===== src/rtl/wvdpd_fifo.sv =====
// ----------------------------------------------------------------------------
// wvdpd_fifo: small token queue
// Register based first-in first-out queue that decouples the code classifier
// from the pixel reconstruction stages.
// ----------------------------------------------------------------------------
module wvdpd_fifo #(
	parameter int W = 8,
	parameter int DEPTH = 4
) (
	input  logic         clk,
	input  logic         arst_n,
	input  logic         push,
	input  logic [W-1:0] push_data,
	output logic         full,
	input  logic         pop,
	output logic         not_empty,
	output logic [W-1:0] pop_data
);
	localparam int PW = (DEPTH > 1) ? $clog2(DEPTH) : 1;
	localparam int CNTW = $clog2(DEPTH + 1);

	logic [W-1:0]    entry_q [DEPTH];
	logic [PW-1:0]   wr_ptr_q;
	logic [PW-1:0]   rd_ptr_q;
	logic [CNTW-1:0] count_q;

	assign full = (count_q == CNTW'(DEPTH));
	assign not_empty = (count_q != '0);
	assign pop_data = entry_q[rd_ptr_q];

	// Entry storage; payload needs no reset.
	always_ff @(posedge clk) begin
		if (push) begin
			entry_q[wr_ptr_q] <= push_data;
		end
	end

	// Pointers wrap at the queue depth.
	always_ff @(posedge clk or negedge arst_n) begin
		if (!arst_n) begin
			wr_ptr_q <= '0;
			rd_ptr_q <= '0;
			count_q <= '0;
		end else begin
			if (push) begin
				wr_ptr_q <= (wr_ptr_q == PW'(DEPTH - 1)) ? '0 : wr_ptr_q + 1'b1;
			end
			if (pop) begin
				rd_ptr_q <= (rd_ptr_q == PW'(DEPTH - 1)) ? '0 : rd_ptr_q + 1'b1;
			end
			if (push && !pop) begin
				count_q <= count_q + 1'b1;
			end else if (pop && !push) begin
				count_q <= count_q - 1'b1;
			end
		end
	end

	a_no_overflow: assert property (@(posedge clk) disable iff (!arst_n)
		full |-> !push || pop)
		else $error("token pushed into a full queue");
	a_no_underflow: assert property (@(posedge clk) disable iff (!arst_n)
		pop |-> not_empty)
		else $error("token popped from an empty queue");

endmodule


===== config.mk =====
export PLATFORM = sky130hd
export DESIGN_NAME = wvdpd_fifo
export DESIGN_NICKNAME = d
export VERILOG_FILES = /design/src/rtl/wvdpd_fifo.sv
export SDC_FILE = /design/constraint.sdc
export NUM_CORES = 1
export LEC_CHECK = 0
export BUFFER_PORTS_ARGS = -buffer_cell sky130_fd_sc_hd__buf_2
export CORE_AREA = 2 2 51 65
export DETAILED_ROUTE_END_ITERATION = 8
export DIE_AREA = 0 0 53 67
export PLACE_DENSITY = 0.73
export SETUP_SLACK_MARGIN = 0.5
export SLEW_MARGIN = 25
export SYNTH_ARGS = -nofsm -noshare
export SYNTH_HDL_FRONTEND = slang
export SYNTH_SLANG_ARGS = --single-unit

===== constraint.sdc =====
create_clock -name clk -period 1.6 [get_ports clk]
set_input_delay 0.16 -clock clk [delete_from_list [all_inputs] [get_ports clk]]
set_output_delay 0.16 -clock clk [all_outputs]
set_load 0.02 [all_outputs]

==> reports/results.ini <==
[status]
violations=negative setup slack
status=finished with violations

[floorplanning]
core_um2=2890
initial_core_util_pct=54.4
die_h_um=67
die_w_um=53
dieArea_um2=3550
ios=22
rows=22

[sta]
report.final.setup_viol=8
fin_crit_sh_pct=108
slew_viol_final=0
slew_headroom_pct=81.4
tightest_slew_ps=279
rsz0062_at_grt=yes
fin_crit_ps=1730
timing.hold.ws_ps=40.6
setup_ws_ps=-133
fmax_ghz=0.577
hold_violations=0
clock_skew_ps=12.2

[cells_and_area]
multiInputGateArea_um2=494
nFillCells=193
drive_gt1_share_pct=58.5
nNetsFinal=136
final_cells=154
diodes=0
seq_area_um2=1140
syn_to_final_growth_pct=33.4

[setup_path]
rr_endpoint=rd_ptr_q[1]$_DFFE_PN0P_
end_kind=primary output
crit_arrival_ps=1570
cp_num_cells=3
reg2reg_depth=5
path_class=register to primary output
cp-start-kind=register
cp-endpoint=pop_data[3]
cpPeakStageDelay_ps=500
crit_buf_inv=2
cp-startpoint=rd_ptr_q[0]$_DFFE_PN0P_
required_ps=1440
reg2reg_setup_slack_ps=150
crit_slowest_cell=mux4_2
cp_max_fo=4
path_cells=clkbuf_16 -> mux4_2 -> buf_6
reg2reg_from=rd_ptr_q[0]$_DFFE_PN0P_
critPathTopFamily=multiplexers

[global_route]
track_usage_pct=17.0
grt_start_max_net_pins=13
grt.overflow.total=0
antenna_found_initial=0
grt_pass1_wl_um=4030
grt_pass1_vias=853

[clock_tree]
clkSlewWorstSetupHoldPaths_ps=110
root_buffer=clkbuf_4
clk-insertion-delay-late_ps=330
cts.htree.levels=2
cts.sinks=39
cts_made_buffers=5
cts_tree=done
clock_path_buffers=2

[synthesis]
yosys_most_used_dff=edfxtp_1
yosysSeqAreaShare_pct=72.3
synth_cell_types=18
syn_area_um2=1570
syn_nets=98
synth_edf_count=32
synth_area_leaders=edfxtp_1 (61%), mux4_2 (11%), dfrtp_1 (11%)
async_flop_share_pct=17.9
synth_commonest_cells=edfxtp_1 (32), mux4_2 (8), dfrtp_1 (7)
syn_inst=79
yosysMostFrequentCell=edfxtp_1
synth_warnings=0
yosysTopAreaCell=edfxtp_1
ys_ff_latch=39
synth_top_area_share_pct=61.1
avgSynthCellArea_um2=19.9

[detailed_routing]
routed_via_density=5.16
routed_wl_um=2540
drc=0
drt_pass1_iterations=3
vias=794
initialDrtViolationCount=28
post_drt_wl_per_cell_um=16.5
ant_nets=0

[hold_path]
hold_path_class=input port to register

[place]
dp_hpwl_um=1620
dp_cells=135
globalplace.congestion=0.642
port_buffers=21

[pwr]
power.density_nw_per_um2=1890
power_uw=3960
p_leak_uw=0.000790
ir_drop_uv=1300

[job]
drv_cap=0

worst reg2reg max path, stage by stage (launching register included):
cell	delay, ps
dfrtp_2	460
clkbuf_16	170
buf_4	130
buf_6	110
ha_4	220
mux2_4	250
metal layers:
layer / up-vias / part of all wire (%) / track usage, % / routed length [µm]
li1: 377 / - / - / -
met1: 398 / 37 / 17.5 / 937
met2: 17 / 59 / 31.4 / 1500
met3: 2 / 3.1 / 4.71 / 78
met4: 0 / 0.91 / 6.73 / 23
met5: - / 0 / 0 / 0
cell usage in the layout, fill, tap and decap left out:
cell,instances
clkbuf_4,5
fa_2,1
o21ai_1,1
buf_2,11
ha_2,1
nor3b_2,1
mux2_4,3
clkbuf_16,1
buf_12,1
xor2_1,2
mux4_2,8
nor2_1,2
o21ai_0,1
dlygate4sd3_1,1
clkbuf_1,1
buf_4,7
nand3_1,1
nand2_1,1
inv_2,5
and2_4,4
or3_1,1
buf_6,12
dfrtp_1,5
edfxtp_1,32
dfrtp_2,2
xnor2_1,1
ha_4,5
bufinv_16,2
cell families after synthesis:
family,count (synthesis),share of synthesized area (%)
buf+inv,7,2.23
xor+xnor,3,1.67
compound gates,2,0.637
mux,11,13.6
simple gates,10,3.50
fa+ha+maj,7,6.05
flops,39,72.3
sequential cells by signal, indices dropped and copies added, names as in the netlist:
register  flops
entry_q      32
count_q       3
rd_ptr_q      2
wr_ptr_q      2
what timing repair did:
item,4_1_cts,5_1_grt
buffers inserted,7,2
cloned,0,1
pin swaps,6,4
hold endpoints to repair,7,0
setup endpoints to repair,46,47
resized for setup,20,21
hold buffers,1,0
power by group:
group | switching, µW | total [µW] | internal, µW
sequential | 182 | 1520 | 1340
clock | 275 | 763 | 488
combinational | 696 | 1680 | 985
how the worst min path moves through the flow:
stage                            start  slack (ps)  cells past startpoint                 endpoint
after detailed placement        arst_n           1                      1  wr_ptr_q[1]$_DFFE_PN0P_
after global placement          arst_n          -2                      1  wr_ptr_q[1]$_DFFE_PN0P_
after floorplan                 arst_n        -140                      0   count_q[0]$_DFFE_PN0P_
final                     push_data[1]          40                      1  entry_q[0][1]$_DFFE_PP_
after CTS                 push_data[3]          20                      1  entry_q[2][3]$_DFFE_PP_
after global routing      push_data[2]          20                      1  entry_q[2][2]$_DFFE_PP_
layout make-up:
class                      count  share of cell area [%]
clock buffer                   6                    1.97
clock inverter                 2                    2.87
inverter                       5                   0.896
multi-input combinational     33                    23.6
sequential                    39                    54.3
tap                           36                    2.15
timing repair buffer          33                    14.2
per-stage QoR:
stage          area [µm²]  utilization, %  worst slack, ps  setup TNS (ps)
2_1_floorplan        1600               -              362               0
3_3_place_gp         1750            60.5              213               0
3_5_place_dp         1750            60.5              126               0
4_1_cts              2000            69.1             -139            -949
5_1_grt              2100            72.5             -194           -1470
6_report             2100            72.5             -133            -985
Note: power is estimated with default switching activity, not from simulation.
