<file path="config.mk">
export PLATFORM = sky130hd
export DESIGN_NAME = wvdpd_front
export DESIGN_NICKNAME = d
export VERILOG_FILES = /design/src/rtl/wvdpd_pkg.sv /design/src/rtl/wvdpd_front.sv
export SDC_FILE = /design/constraint.sdc
export NUM_CORES = 1
export LEC_CHECK = 0
export ABC_AREA = 1
export BUFFER_PORTS_ARGS = -buffer_cell sky130_fd_sc_hd__buf_2
export CELL_PAD_IN_SITES_DETAIL_PLACEMENT = 0
export CELL_PAD_IN_SITES_GLOBAL_PLACEMENT = 1
export CORE_MARGIN = 8
export CORE_UTILIZATION = 42
export DETAILED_ROUTE_END_ITERATION = 7
export GPL_TIMING_DRIVEN = 0
export PLACE_DENSITY = 0.82
export RECOVER_POWER = 100
export SYNTH_ARGS = -nofsm -noshare
export SYNTH_HDL_FRONTEND = slang
export SYNTH_SLANG_ARGS = --single-unit
</file>
<file path="constraint.sdc">
create_clock -name clk -period 5.6 [get_ports clk]
set_clock_uncertainty 0.2 [all_clocks]
set_input_delay 0.84 -clock clk [delete_from_list [all_inputs] [get_ports clk]]
set_output_delay 0.84 -clock clk [all_outputs]
set_load 0.005 [all_outputs]
</file>
<file path="src/rtl/wvdpd_pkg.sv">
// ----------------------------------------------------------------------------
// wvdpd_pkg: shared types and constants of the DPCM pixel decoder
// Holds configuration defaults, register indexes and the token type that the
// code classifier hands to the pixel reconstruction part.
// ----------------------------------------------------------------------------
package wvdpd_pkg;

	// Configuration register layout.
	localparam int CFG_W = 11;
	localparam int CFG_INDEX_W = 1;
	localparam logic [CFG_INDEX_W-1:0] REG_FRAME_WIDTH = 1'd0;
	localparam logic [CFG_INDEX_W-1:0] REG_FRAME_HEIGHT = 1'd1;
	localparam logic [CFG_W-1:0] FRAME_WIDTH_RESET = 11'd640;
	localparam logic [CFG_W-1:0] FRAME_HEIGHT_RESET = 11'd480;

	// Default frame size limits.
	localparam int MAX_WIDTH_DEF = 1024;
	localparam int MAX_HEIGHT_DEF = 1024;

	// Depth of the token queue between classifier and reconstruction.
	localparam int QUEUE_DEPTH = 4;

	// How a pixel value is formed from its token.
	typedef enum logic [1:0] {
		PRED_ABS,
		PRED_UP,
		PRED_LEFT,
		PRED_AVG
	} pred_mode_t;

	// One classified code, ready for reconstruction.
	typedef struct packed {
		pred_mode_t       mode;
		logic [7:0]       abs_val;
		logic signed [5:0] delta;
		logic             unk;
		logic             last;
		logic             done;
	} tok_t;

endpackage

</file>
<file path="src/rtl/wvdpd_front.sv">
// ----------------------------------------------------------------------------
// wvdpd_front: bit buffer and code classifier
// Accepts compressed bytes, tracks row and column, and turns each buffered
// code into a token with its line store address, one per cycle unless tok_full.
// ----------------------------------------------------------------------------
module wvdpd_front #(
	parameter int MAX_WIDTH = 1024,
	parameter int MAX_HEIGHT = 1024,
	parameter int CW = $clog2(MAX_WIDTH),
	parameter int RW = $clog2(MAX_HEIGHT)
) (
	input  logic                      clk,
	input  logic                      arst_n,
	input  logic [7:0]                stream_byte,
	input  logic                      start_of_frame,
	input  logic                      in_valid,
	output logic                      in_stall,
	input  logic [wvdpd_pkg::CFG_W-1:0] frame_width,
	input  logic [wvdpd_pkg::CFG_W-1:0] frame_height,
	output logic                      tok_push,
	output wvdpd_pkg::tok_t           tok,
	output logic [CW:0]               tok_addr,
	input  logic                      tok_full
);
	import wvdpd_pkg::*;

	localparam int SW = (CW + 1 > CFG_W) ? CW + 1 : CFG_W;
	localparam int HW = (RW + 1 > CFG_W) ? RW + 1 : CFG_W;

	logic [14:0]   bb_q;
	logic [3:0]    bc_q;
	logic [2:0]    n_q;
	logic [CW-1:0] col_q;
	logic [RW-1:0] row_q;
	logic          active_q;
	logic          busy_q;

	logic [7:0]        code;
	logic              lit;
	logic              col_lt2;
	logic              row_lt2;
	logic [3:0]        len;
	logic              is_abs;
	logic              unk;
	logic signed [5:0] delta;
	logic [3:0]        bc_new;
	logic [14:0]       bb_cons;
	logic [SW-1:0]     w_ext;
	logic [SW-1:0]     w_eff;
	logic [HW-1:0]     h_ext;
	logic [HW-1:0]     h_eff;
	logic              col_last;
	logic              row_last;
	logic              done;
	logic              last;
	logic              emit;
	logic              accept;

	// Prefix code table: length, delta, unknown and absolute flags.
	function automatic logic [11:0] classify(input logic [7:0] c);
		logic [3:0]        f_len;
		logic signed [5:0] f_delta;
		logic              f_abs;
		logic              f_unk;
		f_len = 4'd8;
		f_delta = 6'sd0;
		f_abs = 1'b0;
		f_unk = 1'b0;
		if (!c[7]) begin
			f_len = 4'd1;
		end else if ((c & 8'hE0) == 8'h80) begin
			f_len = 4'd3;
			f_delta = 6'sd4;
		end else if ((c & 8'hE0) == 8'hA0) begin
			f_len = 4'd3;
			f_delta = -6'sd4;
		end else if ((c & 8'hF0) == 8'hD0) begin
			f_len = 4'd4;
			f_delta = 6'sd11;
		end else if ((c & 8'hF0) == 8'hF0) begin
			f_len = 4'd4;
			f_delta = -6'sd11;
		end else if ((c & 8'hF8) == 8'hC8) begin
			f_len = 4'd5;
			f_delta = 6'sd20;
		end else if ((c & 8'hFC) == 8'hC0) begin
			f_len = 4'd6;
			f_delta = -6'sd20;
		end else if ((c & 8'hFC) == 8'hC4) begin
			f_unk = 1'b1;
		end else begin
			f_abs = 1'b1;
		end
		return {f_len, f_delta, f_abs, f_unk};
	endfunction

	// Window of the next eight buffered bits; the count is 8..15 here.
	assign code = 8'(bb_q >> bc_q[2:0]);

	assign col_lt2 = ({1'b0, col_q} < (CW + 1)'(2));
	assign row_lt2 = ({1'b0, row_q} < (RW + 1)'(2));
	assign lit = col_lt2 && row_lt2;

	always_comb begin
		logic [3:0]        c_len;
		logic signed [5:0] c_delta;
		logic              c_abs;
		logic              c_unk;
		{c_len, c_delta, c_abs, c_unk} = classify(code);
		if (lit) begin
			len = 4'd8;
			delta = 6'sd0;
			is_abs = 1'b1;
			unk = 1'b0;
		end else begin
			len = c_len;
			delta = c_delta;
			is_abs = c_abs;
			unk = c_unk;
		end
	end

	// Bits left after this code, with consumed bits masked off.
	assign bc_new = bc_q - len;
	assign bb_cons = bb_q & 15'((16'd1 << bc_new) - 16'd1);

	// Frame size clamped to the supported range.
	assign w_ext = SW'(frame_width);
	assign h_ext = HW'(frame_height);
	assign w_eff = (w_ext < SW'(2)) ? SW'(2) : (w_ext > SW'(MAX_WIDTH)) ? SW'(MAX_WIDTH) : w_ext;
	assign h_eff = (h_ext < HW'(2)) ? HW'(2) :
		(h_ext > HW'(MAX_HEIGHT)) ? HW'(MAX_HEIGHT) : h_ext;
	assign col_last = (SW'(col_q) + SW'(1)) >= w_eff;
	assign row_last = (HW'(row_q) + HW'(1)) >= h_eff;
	assign done = col_last && row_last;

	assign last = (bc_new < 4'd8) || (n_q == 3'd7) || done;
	assign emit = busy_q && !tok_full;
	assign in_stall = busy_q && !(emit && last);
	assign accept = in_valid && !in_stall;

	// Token contents.
	always_comb begin
		tok.abs_val = is_abs ? (lit ? code : {code[3:0], 4'h0}) : 8'h00;
		tok.delta = delta;
		tok.unk = unk;
		tok.last = last;
		tok.done = done;
		if (is_abs) begin
			tok.mode = PRED_ABS;
		end else if (col_lt2) begin
			tok.mode = PRED_UP;
		end else if (row_lt2) begin
			tok.mode = PRED_LEFT;
		end else begin
			tok.mode = PRED_AVG;
		end
	end
	assign tok_addr = {row_q[0], col_q};
	assign tok_push = emit;

	// Buffer, position and frame state.
	always_ff @(posedge clk or negedge arst_n) begin
		logic [14:0]   nb;
		logic [3:0]    nc;
		logic [CW-1:0] ncol;
		logic [RW-1:0] nrow;
		logic          nact;
		if (!arst_n) begin
			bb_q <= '0;
			bc_q <= '0;
			n_q <= '0;
			col_q <= '0;
			row_q <= '0;
			active_q <= 1'b0;
			busy_q <= 1'b0;
		end else begin
			nb = bb_q;
			nc = bc_q;
			ncol = col_q;
			nrow = row_q;
			nact = active_q;
			if (emit) begin
				nb = bb_cons;
				nc = bc_new;
				if (col_last) begin
					ncol = '0;
					if (row_last) begin
						nact = 1'b0;
					end else begin
						nrow = row_q + 1'b1;
					end
				end else begin
					ncol = col_q + 1'b1;
				end
			end
			if (accept && start_of_frame) begin
				nb = '0;
				nc = '0;
				ncol = '0;
				nrow = '0;
				nact = 1'b1;
			end
			if (accept && nact) begin
				bb_q <= {nb[6:0], stream_byte};
				bc_q <= nc + 4'd8;
				n_q <= '0;
				busy_q <= 1'b1;
			end else begin
				bb_q <= nb;
				bc_q <= nc;
				if (emit) begin
					n_q <= n_q + 1'b1;
				end
				if (emit && last) begin
					busy_q <= 1'b0;
				end
			end
			col_q <= ncol;
			row_q <= nrow;
			active_q <= nact;
		end
	end

	a_busy_active: assert property (@(posedge clk) disable iff (!arst_n)
		busy_q |-> active_q)
		else $error("decoding outside an active frame");
	a_busy_has_code: assert property (@(posedge clk) disable iff (!arst_n)
		busy_q |-> bc_q >= 4'd8)
		else $error("fewer than eight bits buffered while decoding");
	a_idle_drained: assert property (@(posedge clk) disable iff (!arst_n)
		(!busy_q && active_q) |-> bc_q < 4'd8)
		else $error("a full code left undecoded in an active frame");

endmodule

</file>
==> results.cfg <==
[timing]
finalCriticalPeriod_ps = 5090
setup_viol = 0
fmax_mhz = 196
rsz0062_at_grt = no
slew_violations = 45
fin_ws_ps = 509
slew-limit-headroom = -0.604
fin_tns_setup_ps = 0
period_share = 0.909
tightest_slew_ps = 2410
finalHoldViolations = 0

[critical_path]
path_cells = buf_2 > or2_2 > nor3_1 > nand2_1 > o31ai_1 > o21ai_0 > ha_1 > nand4_1 > or3_1 > nand4_1 > nand2_1 > nand4_1 > nand2_1 > nand2_1 > inv_1 > buf_2
rr_startpoint = bc_q[1]$_DFFE_PN0P_
critPathLaunchType = input pin
crit_top_cell = nand2_1
arrival_ps = 4050
worstReg2RegEnd = bb_q[10]$_DFFE_PN0P_
cp.required_ps = 4560
path_max_fanout = 8
rr_worst_depth = 27
ff2ff_setup_slack_ps = 570
crit_path_top_delay_cell = o31ai_1
endpoint_kind = primary output
cpPeakStageDelay_ps = 680
worst-setup-path-type = in -> out

[finish]
nFillCells = 1174
area_delta_synth_final_pct = 10.7
seqCellArea_sq_um = 1100
multi_input_area_sq_um = 2900
finish.instance_area_sq_um = 5040
nets = 817
antennaDiodeCount = 0
layout-drive-gt1-share = 0.153
fin_cells = 890

[pwr]
power.leakage_nw = 2.71
p_int_mw = 1.35
p_seq_frac = 0.147
powerDensity_nw_per_um2 = 640
swShare = 0.580
power_switching_mw = 1.87
power_mw = 3.22
pwr-share-clk = 0.063
peakVddDrop_mv = 0.400
p_comb_frac = 0.790

[synth]
synth-seq-cells = 44
synthesis.area_sq_um = 4550
yosysWarningCount = 0
async_flop_share = 1.00
syn_avg_cell_area_sq_um = 6.73
synth.distinct_cells = 53
synth_area_leaders = dfrtp_1 24%, nand2_1 16%, ha_1 8.5%, nand3_1 7.7%, inv_1 6.8%
synth_edf_count = 0
ys_seq_area_frac = 0.242
yosys.area.top_type = dfrtp_1
yosysMostFrequentCell = nand2_1
synthTopCellsByCount = 189 x nand2_1, 83 x inv_1, 70 x nand3_1, 44 x dfrtp_1, 39 x nor2_1
synthFlopType = dfrtp_1
synth_top_cell_area_share = 0.242
synthCells = 676
syn_nets = 744

[clock_tree]
clock_path_buffers = 2
cts_tree = yes
cts.sinks = 44
clockRootBuffer = clkbuf_8
clk_pin_slew_ps = 90
htreeDepth = 2
ctsHoldBuffers = 0
clk_latency_ps = 310
numCtsBuffers = 5
post_cts_buffers = 0

[placed_design]
place_congestion = 0.870
hpwl_microns = 10000
placed_cell_area_sq_um = 5050
dp.cells = 882
port_buffers = 66
pre_cts_slack_ps = 275

[die]
initial_utilization = 0.425
rows = 38
die_area_sq_um = 14400
fp.dieW_microns = 120
io_pins = 67
fp.dieH_microns = 120
core_sq_um = 10700

[route]
dr.first_iter.drc_count = 221
via_per_inst = 5.11
routed_wirelength_microns = 12200
dr.pass1.iters = 4
vias = 4545
postRouteAntennaNets = 0
post_drt_wl_per_cell_microns = 13.8
drcViolationCount = 0

[outcome]
status = finished, violations left
violations = max-capacitance violations, max-slew violations

[grt]
grt_pass1_wl_microns = 20600
grt_overflow = 0
grt_pass1_vias = 4433
grtUsageTotal = 0.171
antenna_found_initial = 0
grt_max_degree = 45

[run]
max_cap_violations = 1

[hold_path]
hold_end = active_q$_DFF_PN0_
min_path_type = reg -> reg
whs_path_depth = 2
min-delay-start = active_q$_DFF_PN0_
## power groups by stage
stage	Combinational, mW	Clock, mW	Sequential, mW
detailed placement	2.62	0	0.483
floorplan	2.00	0	0.455
CTS	2.63	0.210	0.477
global route	2.87	0.221	0.486
global placement	2.58	0	0.480
finish	2.54	0.204	0.474
## registers in the layout, summed over array words and instances (netlist names)
name      count
bb_q         15
col_q        10
row_q        10
bc_q          4
n_q           3
active_q      1
busy_q        1
## worst max-delay path by stage
| stage | startpoint | endpoint |
|---|---|---|
| finish | frame_height[3] | in_stall |
| global route | bc_q[1]$_DFFE_PN0P_ | bb_q[10]$_DFFE_PN0P_ |
| CTS | frame_width[3] | in_stall |
| detailed placement | frame_width[3] | in_stall |
| global placement | frame_width[3] | in_stall |
| floorplan | frame_width[3] | in_stall |
## routing by layer
metal  share of wire  GRT usage  up-vias  wire length [microns]
met5               0          0        -                      0
met4           0.016     0.0492        0                    201
met3           0.037     0.0230       10                    453
met2            0.50      0.302       81                   6100
met1            0.45      0.213     2095                   5490
li1                -          -     2359                      -
## metrics by stage
| stage | utilization | hold slack, ps |
|---|---|---|
| 2_1_floorplan | - | 244 |
| 3_3_place_gp | 0.473 | 261 |
| 3_5_place_dp | 0.473 | 269 |
| 4_1_cts | 0.480 | 290 |
| 5_1_grt | 0.471 | 312 |
| 6_report | 0.471 | 286 |
## cell type report
| type | instances | share of cell area |
|---|---|---|
| inverters | 94 | 0.0701 |
| flip-flops and latches | 44 | 0.219 |
| multi-input cells | 519 | 0.576 |
| clock buffers | 7 | 0.0152 |
| clock inverters | 1 | 0.00174 |
| well taps | 140 | 0.0348 |
| repair buffers | 66 | 0.0606 |
| plain buffers | 19 | 0.0231 |
## cells by family (layout without fill, tap and decap cells)
logic type | count (synthesis) | count (layout) | share of synthesized area
simple gates | 387 | 387 | 0.401
buf+inv | 113 | 187 | 0.108
compound gates | 80 | 80 | 0.119
flops | 44 | 44 | 0.242
fa+ha+maj | 33 | 33 | 0.0941
xor+xnor | 19 | 19 | 0.0366
## critical path, delay by kind of cell
family	cells	cell delay (ps)
compound gates	2	910
simple gates	10	1680
fa+ha+maj	1	350
buf+inv	3	270
## cell usage in the layout (no fill, tap or decap), types with 5 or more instances in the layout
cell | Yosys | layout
a21oi_1 | 14 | 14
buf_2 | 4 | 48
clkbuf_1 | 4 | 30
clkbuf_8 | 0 | 5
dfrtp_1 | 44 | 44
ha_1 | 31 | 31
inv_1 | 83 | 87
inv_2 | 9 | 5
nand2_1 | 189 | 193
nand2_2 | 14 | 11
nand3_1 | 70 | 71
nand4_1 | 13 | 14
nor2_1 | 39 | 42
nor2_2 | 7 | 6
nor3_1 | 20 | 20
o21ai_0 | 24 | 27
o21ai_1 | 8 | 5
o22ai_1 | 4 | 5
or2_2 | 8 | 8
xor2_1 | 17 | 17
## repair_timing
item | CTS | global route
setup endpoints to repair | 0 | 1
endpoints found under the hold margin | 0 | 0
resized for setup | 0 | 1
(Power assumes the default switching activity.)
